**src/rtl/core/ihq_pkg.sv**
```systemverilog
// Shared constants, codes and types of the indexed min-heap queue.
package ihq_pkg;

    localparam int CAPACITY = 64;
    localparam int SLOT_W   = $clog2(CAPACITY);
    localparam int CNT_W    = SLOT_W + 1;
    localparam int ID_W     = 6;
    localparam int NUM_IDS  = 2 ** ID_W;
    localparam int KEY_W    = 32;
    localparam int REQ_W    = 3;
    localparam int STAT_W   = 2;

    typedef enum logic [REQ_W-1:0] {
        REQ_LOAD  = 3'd0,
        REQ_BUILD = 3'd1,
        REQ_DEC   = 3'd2,
        REQ_INC   = 3'd3,
        REQ_POP   = 3'd4,
        REQ_CLEAR = 3'd5
    } req_t;

    typedef enum logic [STAT_W-1:0] {
        STAT_DONE    = 2'd0,
        STAT_IGNORED = 2'd1,
        STAT_EMPTY   = 2'd2,
        STAT_REJECT  = 2'd3
    } status_t;

    typedef enum logic [3:0] {
        ST_IDLE,
        ST_CHECK,
        ST_CHK2,
        ST_BLD_RD,
        ST_BLD_LD,
        ST_UP_RD,
        ST_UP_CMP,
        ST_DN_RDL,
        ST_DN_RDR,
        ST_DN_CMP,
        ST_POP_TOP,
        ST_POP_SET
    } state_t;

    typedef struct packed {
        logic [ID_W-1:0]         id;
        logic signed [KEY_W-1:0] key;
    } slot_t;

endpackage

```
**src/rtl/core/indexed_min_heap_queue_core.sv**
```systemverilog
// Indexed min-heap queue: sequencer, slot and id memories, one shared key comparator.
// One request at a time: a start transfer is taken when busy is low, and the result
// comes back as a one-cycle done strobe that the receiver cannot hold off; the next
// start may be given in the cycle done is high. Load, clear, unknown requests, a pop
// on empty and an absent id finish in the check state; a decrease or increase that
// does not improve the key finishes once its current key is back. Decrease sifts the
// entry up a level at a time, increase sifts it down, and pop moves the last entry
// into the root and sifts it down. Build sifts each slot from 1 to count-1 up in turn.
// The pace is set by the single read port of the slot memory (keys and ids of the
// heap) and the one signed comparator that every compare step goes through. Heap
// depth is log2 of the capacity, so a single sift takes at most 6 levels here.
// No clearing pass: the id map carries one valid bit per id that reset and clear
// wipe at once; slot storage at or above the live count is never used.
module indexed_min_heap_queue_core (
    input  logic                                clk,
    input  logic                                rst_n,
    input  logic                                start,
    output logic                                busy,
    input  logic [ihq_pkg::REQ_W-1:0]           req_type,
    input  logic [ihq_pkg::ID_W-1:0]            entry_id,
    input  logic signed [ihq_pkg::KEY_W-1:0]    key_value,
    output logic                                done,
    output logic [ihq_pkg::ID_W-1:0]            out_id,
    output logic signed [ihq_pkg::KEY_W-1:0]    out_key,
    output logic [ihq_pkg::STAT_W-1:0]          status,
    output logic [ihq_pkg::CNT_W-1:0]           live_count
);
    import ihq_pkg::*;

    // slot memory holds {id, key} per heap slot; id memory holds the slot of each id
    slot_t             slot_mem [CAPACITY];
    logic [SLOT_W-1:0] id_mem   [NUM_IDS];

    state_t               state_reg, state_next;
    logic [REQ_W-1:0]     req_reg;
    logic [ID_W-1:0]      id_reg;
    logic signed [KEY_W-1:0] key_reg;
    logic [CNT_W-1:0]     count_reg, count_next;
    logic [NUM_IDS-1:0]   valid_reg, valid_next;
    logic [SLOT_W-1:0]    s_reg, s_next;        // hole position of the sift
    logic [SLOT_W-1:0]    i_reg, i_next;        // build sweep index
    slot_t                x_reg, x_next;        // entry being sifted
    slot_t                best_reg, best_next;  // smaller of left child and x
    logic                 best_left_reg, best_left_next;
    slot_t                pop_reg, pop_next;    // popped minimum
    slot_t                slot_rd_reg;
    logic [SLOT_W-1:0]    id_rd_reg;

    logic                 done_reg;
    logic [ID_W-1:0]      out_id_reg;
    logic signed [KEY_W-1:0] out_key_reg;
    logic [STAT_W-1:0]    status_reg;
    logic [CNT_W-1:0]     live_count_reg;

    // memory ports
    logic                 slot_we;
    logic [SLOT_W-1:0]    slot_wa, slot_ra;
    slot_t                slot_wd;
    logic                 id_we;
    logic [ID_W-1:0]      id_wa;
    logic [SLOT_W-1:0]    id_wd;

    // shared comparator
    logic signed [KEY_W-1:0] cmp_a, cmp_b;
    logic                 cmp_lt;

    // sequencer side outputs
    logic                 finish;
    status_t              fin_status;
    logic                 fin_sift;

    // index arithmetic
    logic                 accept;
    logic [SLOT_W-1:0]    s_dec;
    logic [SLOT_W-1:0]    parent;
    logic [CNT_W-1:0]     left_pos;
    logic [CNT_W:0]       right_pos;
    logic                 left_ok, right_ok;
    logic [CNT_W-1:0]     count_dec;
    logic [CNT_W-1:0]     i_inc;
    logic                 live;

    assign accept    = start && (state_reg == ST_IDLE);
    assign busy      = (state_reg != ST_IDLE);

    assign s_dec     = s_reg - 1'b1;
    assign parent    = s_dec >> 1;
    assign left_pos  = {s_reg, 1'b1};                         // 2s+1
    assign right_pos = (CNT_W+1)'(left_pos) + (CNT_W+1)'(1);  // 2s+2
    assign left_ok   = left_pos < count_reg;
    assign right_ok  = right_pos < {1'b0, count_reg};
    assign count_dec = count_reg - 1'b1;
    assign i_inc     = {1'b0, i_reg} + 1'b1;

    // an id is live when its valid bit is set and its slot is below the live count
    assign live      = valid_reg[id_reg] && ({1'b0, id_rd_reg} < count_reg);

    assign cmp_lt    = cmp_a < cmp_b;

    // control state
    always_ff @(posedge clk or negedge rst_n)
    begin
        if (!rst_n)
        begin
            state_reg <= ST_IDLE;
            count_reg <= '0;
            valid_reg <= '0;
            done_reg  <= 1'b0;
        end
        else
        begin
            state_reg <= state_next;
            count_reg <= count_next;
            valid_reg <= valid_next;
            done_reg  <= finish;
        end
    end

    // datapath registers
    always_ff @(posedge clk)
    begin
        if (accept)
        begin
            req_reg <= req_type;
            id_reg  <= entry_id;
            key_reg <= key_value;
        end
        s_reg         <= s_next;
        i_reg         <= i_next;
        x_reg         <= x_next;
        best_reg      <= best_next;
        best_left_reg <= best_left_next;
        pop_reg       <= pop_next;
        if (finish)
        begin
            status_reg     <= fin_status;
            live_count_reg <= count_next;
            if ((req_reg == REQ_POP) && (fin_status == STAT_DONE))
            begin
                out_id_reg  <= pop_reg.id;
                out_key_reg <= pop_reg.key;
            end
            else
            begin
                out_id_reg  <= '0;
                out_key_reg <= '0;
            end
        end
    end

    // memories: one write and one registered read each
    always_ff @(posedge clk)
    begin
        if (slot_we)
            slot_mem[slot_wa] <= slot_wd;
        slot_rd_reg <= slot_mem[slot_ra];
    end

    always_ff @(posedge clk)
    begin
        if (id_we)
            id_mem[id_wa] <= id_wd;
        if (accept)
            id_rd_reg <= id_mem[entry_id];
    end

    // sequencer
    always_comb
    begin
        state_next     = state_reg;
        count_next     = count_reg;
        valid_next     = valid_reg;
        s_next         = s_reg;
        i_next         = i_reg;
        x_next         = x_reg;
        best_next      = best_reg;
        best_left_next = best_left_reg;
        pop_next       = pop_reg;
        slot_we        = 1'b0;
        slot_wa        = s_reg;
        slot_wd        = x_reg;
        slot_ra        = '0;
        id_we          = 1'b0;
        id_wa          = x_reg.id;
        id_wd          = s_reg;
        cmp_a          = x_reg.key;
        cmp_b          = slot_rd_reg.key;
        finish         = 1'b0;
        fin_status     = STAT_DONE;
        fin_sift       = 1'b0;

        unique case (state_reg)
            ST_IDLE:
            begin
                if (start)
                    state_next = ST_CHECK;
            end

            // id map lookup is back; decide the request
            ST_CHECK:
            begin
                unique case (req_reg)
                    REQ_LOAD:
                    begin
                        if ((CNT_W'(id_reg) != count_reg) ||
                            (count_reg >= CNT_W'(CAPACITY)) || live)
                        begin
                            finish     = 1'b1;
                            fin_status = STAT_REJECT;
                        end
                        else
                        begin
                            slot_we            = 1'b1;
                            slot_wa            = count_reg[SLOT_W-1:0];
                            slot_wd.id         = id_reg;
                            slot_wd.key        = key_reg;
                            id_we              = 1'b1;
                            id_wa              = id_reg;
                            id_wd              = count_reg[SLOT_W-1:0];
                            valid_next[id_reg] = 1'b1;
                            count_next         = count_reg + 1'b1;
                            finish             = 1'b1;
                        end
                    end
                    REQ_BUILD:
                    begin
                        if (count_reg > CNT_W'(1))
                        begin
                            i_next     = SLOT_W'(1);
                            state_next = ST_BLD_RD;
                        end
                        else
                            finish = 1'b1;
                    end
                    REQ_DEC, REQ_INC:
                    begin
                        if (!live)
                        begin
                            finish     = 1'b1;
                            fin_status = STAT_IGNORED;
                        end
                        else
                        begin
                            slot_ra    = id_rd_reg;
                            s_next     = id_rd_reg;
                            state_next = ST_CHK2;
                        end
                    end
                    REQ_POP:
                    begin
                        if (count_reg == '0)
                        begin
                            finish     = 1'b1;
                            fin_status = STAT_EMPTY;
                        end
                        else
                        begin
                            slot_ra    = '0;
                            state_next = ST_POP_TOP;
                        end
                    end
                    REQ_CLEAR:
                    begin
                        valid_next = '0;
                        count_next = '0;
                        finish     = 1'b1;
                    end
                    default:
                    begin
                        finish     = 1'b1;
                        fin_status = STAT_IGNORED;
                    end
                endcase
            end

            // current key is back: decrease needs new < old, increase new > old
            ST_CHK2:
            begin
                if (req_reg == REQ_DEC)
                begin
                    cmp_a = key_reg;
                    cmp_b = slot_rd_reg.key;
                end
                else
                begin
                    cmp_a = slot_rd_reg.key;
                    cmp_b = key_reg;
                end
                if (cmp_lt)
                begin
                    x_next.id  = slot_rd_reg.id;
                    x_next.key = key_reg;
                    state_next = (req_reg == REQ_DEC) ? ST_UP_RD : ST_DN_RDL;
                end
                else
                begin
                    finish     = 1'b1;
                    fin_status = STAT_IGNORED;
                end
            end

            ST_BLD_RD:
            begin
                slot_ra    = i_reg;
                state_next = ST_BLD_LD;
            end

            ST_BLD_LD:
            begin
                x_next     = slot_rd_reg;
                s_next     = i_reg;
                state_next = ST_UP_RD;
            end

            ST_UP_RD:
            begin
                if (s_reg == '0)
                    fin_sift = 1'b1;
                else
                begin
                    slot_ra    = parent;
                    state_next = ST_UP_CMP;
                end
            end

            // parent moves down into the hole only when strictly greater
            ST_UP_CMP:
            begin
                cmp_a = x_reg.key;
                cmp_b = slot_rd_reg.key;
                if (cmp_lt)
                begin
                    slot_we    = 1'b1;
                    slot_wd    = slot_rd_reg;
                    id_we      = 1'b1;
                    id_wa      = slot_rd_reg.id;
                    s_next     = parent;
                    state_next = ST_UP_RD;
                end
                else
                    fin_sift = 1'b1;
            end

            ST_DN_RDL:
            begin
                if (!left_ok)
                    fin_sift = 1'b1;
                else
                begin
                    slot_ra    = left_pos[SLOT_W-1:0];
                    state_next = ST_DN_RDR;
                end
            end

            // left child is back; keep the smaller of it and x
            ST_DN_RDR:
            begin
                cmp_a = slot_rd_reg.key;
                cmp_b = x_reg.key;
                if (cmp_lt)
                begin
                    best_next      = slot_rd_reg;
                    best_left_next = 1'b1;
                end
                else
                begin
                    best_next      = x_reg;
                    best_left_next = 1'b0;
                end
                slot_ra    = right_pos[SLOT_W-1:0];
                state_next = ST_DN_CMP;
            end

            // right child wins only when strictly smaller, so left wins ties
            ST_DN_CMP:
            begin
                cmp_a = slot_rd_reg.key;
                cmp_b = best_reg.key;
                if (right_ok && cmp_lt)
                begin
                    slot_we    = 1'b1;
                    slot_wd    = slot_rd_reg;
                    id_we      = 1'b1;
                    id_wa      = slot_rd_reg.id;
                    s_next     = right_pos[SLOT_W-1:0];
                    state_next = ST_DN_RDL;
                end
                else if (best_left_reg)
                begin
                    slot_we    = 1'b1;
                    slot_wd    = best_reg;
                    id_we      = 1'b1;
                    id_wa      = best_reg.id;
                    s_next     = left_pos[SLOT_W-1:0];
                    state_next = ST_DN_RDL;
                end
                else
                    fin_sift = 1'b1;
            end

            ST_POP_TOP:
            begin
                pop_next   = slot_rd_reg;
                slot_ra    = count_dec[SLOT_W-1:0];
                state_next = ST_POP_SET;
            end

            // last entry fills the root hole and sifts down
            ST_POP_SET:
            begin
                x_next                  = slot_rd_reg;
                valid_next[pop_reg.id]  = 1'b0;
                count_next              = count_dec;
                s_next                  = '0;
                state_next              = ST_DN_RDL;
            end

            default:
                state_next = ST_IDLE;
        endcase

        // sift ends: x lands in the hole; build moves on to the next slot
        if (fin_sift)
        begin
            slot_we = 1'b1;
            slot_wa = s_reg;
            slot_wd = x_reg;
            id_we   = 1'b1;
            id_wa   = x_reg.id;
            id_wd   = s_reg;
            if ((req_reg == REQ_BUILD) && (i_inc < count_reg))
            begin
                i_next     = i_inc[SLOT_W-1:0];
                state_next = ST_BLD_RD;
            end
            else
                finish = 1'b1;
        end

        if (finish)
            state_next = ST_IDLE;
    end

    assign done       = done_reg;
    assign out_id     = out_id_reg;
    assign out_key    = out_key_reg;
    assign status     = status_reg;
    assign live_count = live_count_reg;

endmodule

```
**config.mk**
```make
export PLATFORM = sky130hd
export DESIGN_NAME = indexed_min_heap_queue_core
export DESIGN_NICKNAME = d
export VERILOG_FILES = /design/src/rtl/core/ihq_pkg.sv /design/src/rtl/core/indexed_min_heap_queue_core.sv
export SDC_FILE = /design/constraint.sdc
export NUM_CORES = 2
export LEC_CHECK = 0
export BUFFER_PORTS_ARGS = -buffer_cell sky130_fd_sc_hd__buf_4
export CAP_MARGIN = 20
export CORE_MARGIN = 8
export CORE_UTILIZATION = 57
export DETAILED_ROUTE_END_ITERATION = 8
export GPL_ROUTABILITY_DRIVEN = 0
export GPL_TIMING_DRIVEN = 0
export PLACE_DENSITY = 0.87
export SLEW_MARGIN = 25
export SYNTH_ARGS = -nofsm -noshare
export SYNTH_HDL_FRONTEND = slang
export SYNTH_SLANG_ARGS = --single-unit
```
**constraint.sdc**
```tcl
create_clock -name clk -period 8.5 [get_ports clk]
set_input_delay 0 -clock clk [delete_from_list [all_inputs] [get_ports clk]]
set_output_delay 0 -clock clk [all_outputs]
set_load 0.005 [all_outputs]
```
==> results of run 1 <==
## cell usage after synthesis (127+ instances only)
cell type,number
nand2_1,1753
clkbuf_1,375
nand3_1,439
edfxtp_1,3031
o22ai_1,133
buf_2,175
a22oi_1,232
o21ai_0,241
a21oi_1,800
nor2_1,285
mux2i_1,127
mux4_2,134
## cell families after synthesis
| kind of cell | synth area share (%) |
|---|---|
| AOI/OAI and AO/OA | 10.2 |
| muxes | 4.35 |
| adders and majority gates | 0.582 |
| and+or+nand+nor | 9.55 |
| DFF | 72.8 |
| xor gates and xnor gates | 0.170 |
| buffers and inverters | 2.33 |
## stage by stage
step	cell area, um^2	setup TNS (ns)	util (%)
2_1_floorplan	129000	0	-
3_3_place_gp	133000	-	59.3
3_5_place_dp	139000	0	61.9
4_1_cts	150000	-0.901	66.5
## routing by layer
metal  global-route usage (%)  GRT overflow
met1                     61.2            14
met2                     77.0            50
met3                     62.4            11
met4                     58.5            50
met5                     51.2             5
## repair_timing
action | 4_1_cts
hold buffers | 86
gates resized for setup | 8
setup endpoints to repair | 326
endpoints found under the hold margin | 171
==> results.yml, run 1 <==
floorplanning:
  io-pin-count: 93
  die_w_um: 492
  initial_core_util_pct: 57.3
  die_h_um: 492
  fp-row-count: 174
logic_synthesis:
  ys_warn_count: 0
  ys_ff_latch: 3151
  synthCells: 9240
  synth-main-ff-cell: "edfxtp_1"
  ys_seq_area_share_pct: 72.8
  synthArstFlopShare_pct: 2.41
  avgSynthCellArea_um2: 14.0
  synth_top_cell_area_share_pct: 70.6
  ys_top_cells_by_area: "edfxtp_1 71%, nand2_1 5.1%, a21oi_1 3.1%"
  yosysUniqueCellTypes: 95
  synth_edf_count: 3031
  postSynthNetCount: 9344
  netlist_area_um2: 129000
  synth.largest_area_cell: "edfxtp_1"
global_routing:
  grtUsageTotal_pct: 65.4
  overflow: 130
  antenna_found_initial: 185
  grt_max_degree: 77
timing:
  postGrtWorstEndpoint: "slot_mem[21][15]$_DFFE_PP_/DE"
  endpoint_type: "sequential cell input"
placement:
  pre_cts_ws_ns: 0.0491
  place_inst: 12500
  port_buffers: 92
  hpwl_um: 310000
cts:
  cts.path.max_buffers: 4
  cts_buffers: 308
  clockRootBuffer: "clkbuf_16"
  cts_max_level: 5
  post_cts_buffers: 0
  numClockSinks: 3151
run_status:
  first-error: "[ERROR GRT-0232] Routing congestion too high. Check the congestion heatmap in the GUI."
  lastStage: "global routing (5_1_grt)"
  status: "aborted with a tool error"
==> run 2: changes to the inputs <==
Settings changed: CORE_UTILIZATION 57 to 40, PLACE_DENSITY 0.87 to not set, PLACE_DENSITY_LB_ADDON set to 0.15.
Clock period 8.5 ns to 11.1 ns, I/O delays scaled along.
==> results.yml, run 2 <==
global_routing:
  grtUsageTotal_pct: 26.9
  grt_first_pass_wirelength_um: 656000
  grt_pass1_vias: 83600
  grt_max_degree: 77
  antenna_found_initial: 57
  overflow: 0
cts:
  cts_buffers: 344
  cts.path.max_buffers: 4
  post_cts_buffers: 0
  clk_pin_slew_worst_paths_ns: 0.06
  insertion_delay_ns: 0.96
  cts_max_level: 5
  numClockSinks: 3151
  clockRootBuffer: "clkbuf_16"
  cts_resized: 0
  cts_tree: "built"
route:
  ant_nets: 0
  wire_per_inst_um: 32.5
  drc: 0
  firstDrtPassIters: 9
  vias_per_cell: 6.03
  dr_total_vias: 88200
  drt_iter0_drc: 13100
  routed_wl_um: 475000
timing:
  period_share_pct: 84.6
  tightest_slew_ns: 1.49
  finalSetupViolCount: 0
  layout_min_cycle_time_ns: 9.39
  slew_headroom_pct: -0.0922
  max_freq_ghz: 0.106
  fin_worst_skew_ns: 0.0520
  hold_violations: 0
  slew_viol_final: 1
  rsz0062_at_grt: "false"
  setup_tns_ns: 0
logic_synthesis:
  ys_top_cells_by_area: "edfxtp_1 71%, nand2_1 5.1%, a21oi_1 3.1%"
  ys_ff_latch: 3151
  postSynthNetCount: 9344
  synthTopCellsByCount: "3031 x edfxtp_1, 1753 x nand2_1, 800 x a21oi_1"
  synth_edf_count: 3031
  synth-main-ff-cell: "edfxtp_1"
  synthArstFlopShare_pct: 2.41
  avgSynthCellArea_um2: 14.0
  synth.largest_area_cell: "edfxtp_1"
  yosysUniqueCellTypes: 95
  ys_seq_area_share_pct: 72.8
  netlist_area_um2: 129000
  yosysMostFrequentCell: "edfxtp_1"
  ys_warn_count: 0
  synthCells: 9240
  synth_top_cell_area_share_pct: 70.6
worst_setup_path:
  worst-path-buf-inv: 3
  r2r-start: "state_reg[1]"
  cp_top_family: "simple AND/OR/NAND/NOR gates"
  reg2reg_to: "id_mem[49][4]"
  crit_type: "flip-flop to flip-flop"
  critPathMaxFanout: 10
  cp_cell_sequence: "nor3b_1, and2_1, buf_1, clkbuf_1, a222oi_1, a21boi_0, ha_1, nand4_1, nor4_1, nand2_1, or2_2, o311ai_4, nor4_1, o21ai_0, o21bai_1, buf_2, mux2i_1, nand3_1, nor2_1"
  cp_common_cell: "nor4_1"
  start_kind: "flip-flop"
  reg2reg_depth: 19
  regToRegSetupSlack_ns: 1.71
  crit_arrival_ns: 9.93
  critPathSlowestCell: "mux2i_1"
  required_ns: 11.64
  worstSetupEndpointType: "flip-flop"
  worst_path_largest_cell_delay_ns: 0.92
run_status:
  violations: "capacitance limit, slew limit"
  status: "complete, but fails checks"
min_path:
  min_path_type: "input port to asynchronous set/reset pin"
pwr:
  seq_power_share_pct: 42.7
  p_comb_share_pct: 26.4
  vdd_drop_max_uv: 222
  p_switching_uw: 12100
  intPower_uw: 23900
  power_density_nw_per_um2: 234
  total_power_uw: 36000
  sw_frac_of_total_pct: 33.6
  clockPowerShare_pct: 30.9
  p_leak_uw: 0.0527
layout:
  layout_common_cells: "3031 x edfxtp_1, 1753 x nand2_1, 800 x a21oi_1"
  fin_util_pct: 48.0
  instances_no_fill: 14600
  finish.net_count: 10100
  area_growth_pct: 19.4
  largest_reg_flops: 2432
  final_common_cell: "edfxtp_1"
  drive_gt1_share_pct: 14.6
placement:
  port_buffers: 92
  place_inst: 13900
  hpwl_um: 344000
floorplanning:
  initial_core_util_pct: 40.2
  die_w_um: 584
  die_h_um: 584
  die_area_um2: 341000
  core_region_area_um2: 321000
  io-pin-count: 93
  fp-row-count: 208
run:
  drv_cap: 1
run 2: cell counts after synthesis:
Identical to the previous run, type by type.
run 2: worst min-delay path, delay by kind of cell:
kind,cells,cell delay (ns)
buf+inv,4,1.49
run 2: cell type report:
| class | instances | area, um^2 |
|---|---|---|
| Buffer | 636 | 2770 |
| Antenna cell | 49 | 123 |
| Multi-Input combinational cell | 5382 | 33500 |
| Fill cell | 27800 | 167000 |
| Clock buffer | 441 | 9190 |
| Sequential cell | 3151 | 93800 |
| Timing Repair Buffer | 426 | 7340 |
| Clock inverter | 170 | 1520 |
| Inverter | 71 | 289 |
| Tap cell | 4305 | 5390 |
run 2: power by group through the flow:
stage | clock network, uW | logic [uW] | registers [uW]
2_1_floorplan | 0 | 3930 | 15600
3_5_place_dp | 0 | 9180 | 15600
4_1_cts | 11200 | 9240 | 15400
3_3_place_gp | 0 | 7820 | 16200
6_report | 11100 | 9490 | 15400
5_1_grt | 11700 | 9820 | 15400
run 2: worst max-delay path by stage:
stage / from / endpoint / slack [ns] / depth (start not counted)
2_1_floorplan: state_reg[3] / slot_mem[0][0] / 2.77 / 20
3_3_place_gp: state_reg[3] / slot_mem[50][14] / -8.02 / 20
3_5_place_dp: state_reg[1] / out_key[10] / 2.21 / 24
4_1_cts: state_reg[1] / out_key[7] / 2.14 / 24
5_1_grt: state_reg[3] / out_key[8] / 1.60 / 24
6_report: state_reg[1] / id_mem[49][4] / 1.71 / 19
run 2: logic make-up after synthesis:
group / after synthesis / synth area share [%]
buffers and inverters: 707 / 2.33
and+or+nand+nor: 2851 / 9.55
xor gates and xnor gates: 25 / 0.170
DFF: 3151 / 72.8
muxes: 378 / 4.35
adders and majority gates: 60 / 0.582
AOI/OAI and AO/OA: 2068 / 10.2
run 2: what timing repair did:
| item | 4_1_cts | 5_1_grt |
|---|---|---|
| endpoints found under the hold margin | 171 | 0 |
| endpoints found under the setup margin | 0 | 0 |
| hold buffers | 86 | 0 |
run 2: routing by layer:
metal  GRT usage (%)  wire [um]  vias up
li1                -          -    37100
met1            36.1     186000    44900
met2            40.5     209000     5104
met3            6.67      49400     1039
met4            14.3      30000       16
met5               0         97        -
run 2: metrics by stage:
step	hold WS [ns]	instance area [um^2]	setup slack, ns
2_1_floorplan	-0.296	129000	2.77
3_3_place_gp	0.180	135000	-8.02
3_5_place_dp	0.180	142000	2.21
4_1_cts	0.124	154000	2.14
5_1_grt	0.154	154000	1.60
6_report	0.141	154000	1.71
Power figures use the tool's default switching activity.
